File: config.mk
export PLATFORM = sky130hd
export DESIGN_NAME = wmce_ram
export DESIGN_NICKNAME = d
export VERILOG_FILES = /design/src/sv/wmce_ram.sv
export SDC_FILE = /design/constraint.sdc
export NUM_CORES = 2
export LEC_CHECK = 0
export BUFFER_PORTS_ARGS = -buffer_cell sky130_fd_sc_hd__buf_4
export CELL_PAD_IN_SITES_DETAIL_PLACEMENT = 0
export CELL_PAD_IN_SITES_GLOBAL_PLACEMENT = 1
export CORE_UTILIZATION = 30
export DETAILED_ROUTE_END_ITERATION = 8
export HOLD_SLACK_MARGIN = 0.02
export PLACE_DENSITY = 0.5
export SYNTH_ARGS = -nofsm -noshare
export SYNTH_HDL_FRONTEND = slang
export SYNTH_SLANG_ARGS = --single-unit
File: constraint.sdc
create_clock -name clk -period 4.4 [get_ports clk]
set_clock_uncertainty 0.2 [all_clocks]
set_input_delay 0.88 -clock clk [delete_from_list [all_inputs] [get_ports clk]]
set_output_delay 0.88 -clock clk [all_outputs]
set_load 0.02 [all_outputs]
File: src/sv/wmce_ram.sv
module wmce_ram #(
  parameter int unsigned WIDTH = 32,
  parameter int unsigned DEPTH = 64
) (
  input  logic                     clk,
  input  logic                     we,
  input  logic [$clog2(DEPTH)-1:0] wa,
  input  logic [WIDTH-1:0]         wd,
  input  logic                     re,
  input  logic [$clog2(DEPTH)-1:0] ra,
  output logic [WIDTH-1:0]         rd
);

  logic [WIDTH-1:0] mem [DEPTH];

  always_ff @(posedge clk) begin
    if (we) begin
      mem[wa] <= wd;
    end
    if (re) begin
      rd <= mem[ra];
    end
  end

endmodule

### Word-level counts from Yosys, hierarchy flattened

Memory sizes are Yosys's and may differ from the RTL's. A register that Yosys moved wholly into a read port is not among the register bits.
Index checks and enable logic that the tools add are counted.

* mux-type cells: 2

Operators by type and width (count)
* $mux W1: 2

* register bits: 0
* memory bits (writable): 2048
* input bits: 47
* output and inout port bits: 32
* word-level logic and storage cells: 3
* memories: 1

Memories
* mem: words 64, width 32, read ports 1, clocked after Yosys merged registers in 1, write ports 1, line 14 `logic [WIDTH-1:0] mem [DEPTH];`

### Depth between registers and ports, before layout

* word-level depth: 2
* depth in mapped cells: 10
* mapped depth without buffers: 5

### Worst setup path after synthesis

Ideal clock, no wire load.

* path kind: input-to-reg
* start point: input wa[3]
* end point: memory mem[48][0] (enable)
* setup time: 0.461 ns
* arrival: 3.579 ns
* required time: 3.739 ns
* slack: 0.160 ns
* stages on the path: 4
* path buffers: 1
* cell sequence: clkbuf_1 nor2b_1 nand4b_1 nor3_1

RTL lines
* start, declared: line 7 `input logic [$clog2(DEPTH)-1:0] wa,`
* end, declared: line 14

Straight into the memory's write port.

==> flow_metrics.py <==
metrics = {
    "status": {
        "status": "complete, no violations",
    },
    "timing": {
        "finalHoldViolations": 0,
        "hold_ws_ns": 0.354,
        "period_needed_ns": 3.38,
        "setup_viol": 0,
        "tightest_slew_ns": 1.37,
        "fin_crit_sh_pct": 76.9,
        "rsz0062_at_grt": "false",
        "maxSlewViolCount": 0,
        "fmaxAchievable_mhz": 296,
        "maxSlewHeadroom_pct": 8.34,
    },
    "floorplanning": {
        "core_area_mm2": 0.260,
        "dieArea_mm2": 0.265,
        "initial_utilization_pct": 30.3,
        "io_pins": 79,
        "rows": 187,
        "die_y_um": 515,
        "die_w_um": 515,
    },
    "power": {
        "leakage_nw": 28.8,
        "finalPower_mw": 42.8,
        "ir_drop_v": 0.000440,
        "p_per_area_mw_per_mm2": 458,
    },
    "critical_path": {
        "critical_path.startpoint_type": "input pin",
        "end_kind": "flop",
        "slowest_stage": "o22ai_1",
        "crit_path_max_incr_delay_ns": 0.64,
        "arrival_ns": 3.77,
        "worstPathRequired_ns": 4.79,
        "path_class": "in2reg",
        "path_cells": "buf_8 > buf_12 > buf_12 > buf_4 > mux4_2 > mux4_2 > o22ai_1 > nor2_1",
        "cp_max_fo": 36,
    },
    "global_routing": {
        "grt_pass1_vias": 38300,
        "track_usage_pct": 17.8,
        "antenna_found_initial": 21,
        "grt_max_degree": 65,
        "grt_pass1_wl_um": 322000,
        "overflow": 0,
    },
    "clocking": {
        "clk_path_buf_depth": 3,
        "clk_latency_ns": 0.87,
        "cts-resized-gates": 0,
        "cts_sinks": 2080,
        "cts_tree": "built",
        "htreeDepth": 4,
        "cts-buffers-inserted": 220,
        "post_cts_buffers": 0,
        "clockRootBuffer": "clkbuf_16",
        "path_clk_slew_ns": 0.06,
        "ctsHoldBuffers": 0,
    },
    "min_path": {
        "min_path_type": "in2reg",
    },
    "drt": {
        "drc": 0,
        "vias": 37300,
        "routed_wl_um": 235000,
        "drt_iter0_markers": 3762,
        "dr.pass1.iters": 5,
        "routedWlPerCell_um": 31.9,
        "avgViaCountPerCell": 5.06,
        "ant_nets": 0,
    },
    "logic_synthesis": {
        "yosys-top-cells-area": "edfxtp_1 (79%), mux4_2 (16%), mux2i_1 (1.2%)",
        "synth_most_common_cell": "edfxtp_1",
        "synth-main-ff-cell": "edfxtp_1",
        "synth_edf_count": 2080,
        "synthDistinctLibCells": 33,
        "ys_async_sr_fraction_pct": 0,
        "syn_avg_cell_area_um2": 23.7,
        "ys_top_cells_by_count": "edfxtp_1 (2080), mux4_2 (544), nor2_1 (137), mux2i_1 (93), o22ai_1 (84)",
        "synth-seq-cells": 2080,
        "yosysWarnings": 0,
        "synth_top_cell_by_area": "edfxtp_1",
        "synth_top_cell_area_share_pct": 79.2,
        "ys_seq_area_share_pct": 79.2,
        "synth_nets": 3371,
        "syn_inst": 3324,
        "netlist_area_mm2": 0.0788,
    },
    "placement": {
        "portBuffers": 78,
        "dp_hpwl_um": 132000,
        "gp_congestion": 0.753,
    },
    "flow_run": {
        "maxCapViolCount": 0,
    },
    "finish": {
        "fin_nets": 3743,
        "syn_to_final_growth_pct": 18.4,
        "drive_gt1_share_pct": 32.4,
    },
}
[cell usage in the layout (no fill, tap or decap), types with 3 or more instances in the layout]
cell type	synthesis	layout
nor2_1	137	75
a311oi_1	8	8
inv_6	0	7
a21oi_1	62	62
clkinvlp_4	0	7
a41o_1	4	4
nand2b_1	8	7
diode_2	0	9
o22ai_1	84	84
nand2_1	26	26
nor3_1	7	5
clkinv_2	0	40
bufinv_16	0	24
or3_1	3	3
mux4_2	544	544
o32ai_1	4	4
buf_8	0	3
or3b_2	3	3
buf_12	0	65
and3_1	4	4
clkbuf_16	0	225
a22oi_1	12	12
nand3_1	5	5
nand3b_1	5	5
edfxtp_1	2080	2080
nor2_4	0	62
nor2b_1	15	15
buf_4	25	263
o221ai_1	27	27
clkbuf_1	74	36
clkinv_1	0	58
mux2i_1	93	93
[flip-flops by register name (all words and copies together) (netlist names)]
| signal | cells |
|---|---|
| mem | 2048 |
| rd | 32 |
[critical path, delay by kind of cell]
family | cells | cell delay [ns]
AOI/OAI and AO/OA | 1 | 0.64
buffers and inverters | 4 | 1.02
muxes | 2 | 1.02
and+or+nand+nor | 1 | 0.12
[cells by family after synthesis]
| family | Yosys count | share of synthesized area, % |
|---|---|---|
| compound gates | 202 | 1.67 |
| simple gates | 223 | 1.26 |
| buf+inv | 182 | 1.12 |
| mux | 637 | 16.7 |
| flops | 2080 | 79.2 |
[path summary, 6_finish.rpt]
check | depth (start not counted) | start | slack [ns] | to
max | 8 | ra[0] | 1.02 | rd[14]
min | 1 | wd[12] | 0.35 | mem[0][12]
max reg2reg | 4 | mem[7][11] | 1.65 | rd[11]
min reg2reg | 4 | mem[29][20] | 0.67 | rd[20]
[cell type report]
class	instances	area [µm²]
antenna	9	22.5
clock buffer	261	5770
clock inverter	144	1400
fill	23800	167000
multi-input combinational	1062	16000
sequential	2080	62500
tap	3496	4370
timing repair buffer	332	3330
[where the power goes]
group / switching, mW / internal [mW]
combinational: 1.36 / 0.842
sequential: 0.0718 / 22.0
clock: 7.79 / 10.7
total: 9.22 / 33.6
[metal layers]
layer,global-route usage [%],vias to the layer above,part of all wire [%],routed length (µm)
met3,2.72,275,4.9,11500
met5,0,-,0.041,96
met4,4.68,16,2.2,5110
met2,29.7,1036,50,117000
li1,-,15100,-,-
met1,24.1,20900,43,102000
[through the flow]
stage / setup slack (ns) / std cells / utilization [%] / TNS, ns / area (µm²)
after floorplan: 0.160 / 3324 / - / 0 / 78800
after global placement: -0.0539 / 6970 / 33.1 / -0.0539 / 86100
after detailed placement: -0.00311 / 6970 / 33.1 / -0.00311 / 86100
after CTS: 0.915 / 7375 / 35.8 / 0 / 93300
after global routing: 0.932 / 7378 / 35.8 / 0 / 93300
final: 1.02 / 7384 / 35.8 / 0 / 93300
(Power assumes the default switching activity.)
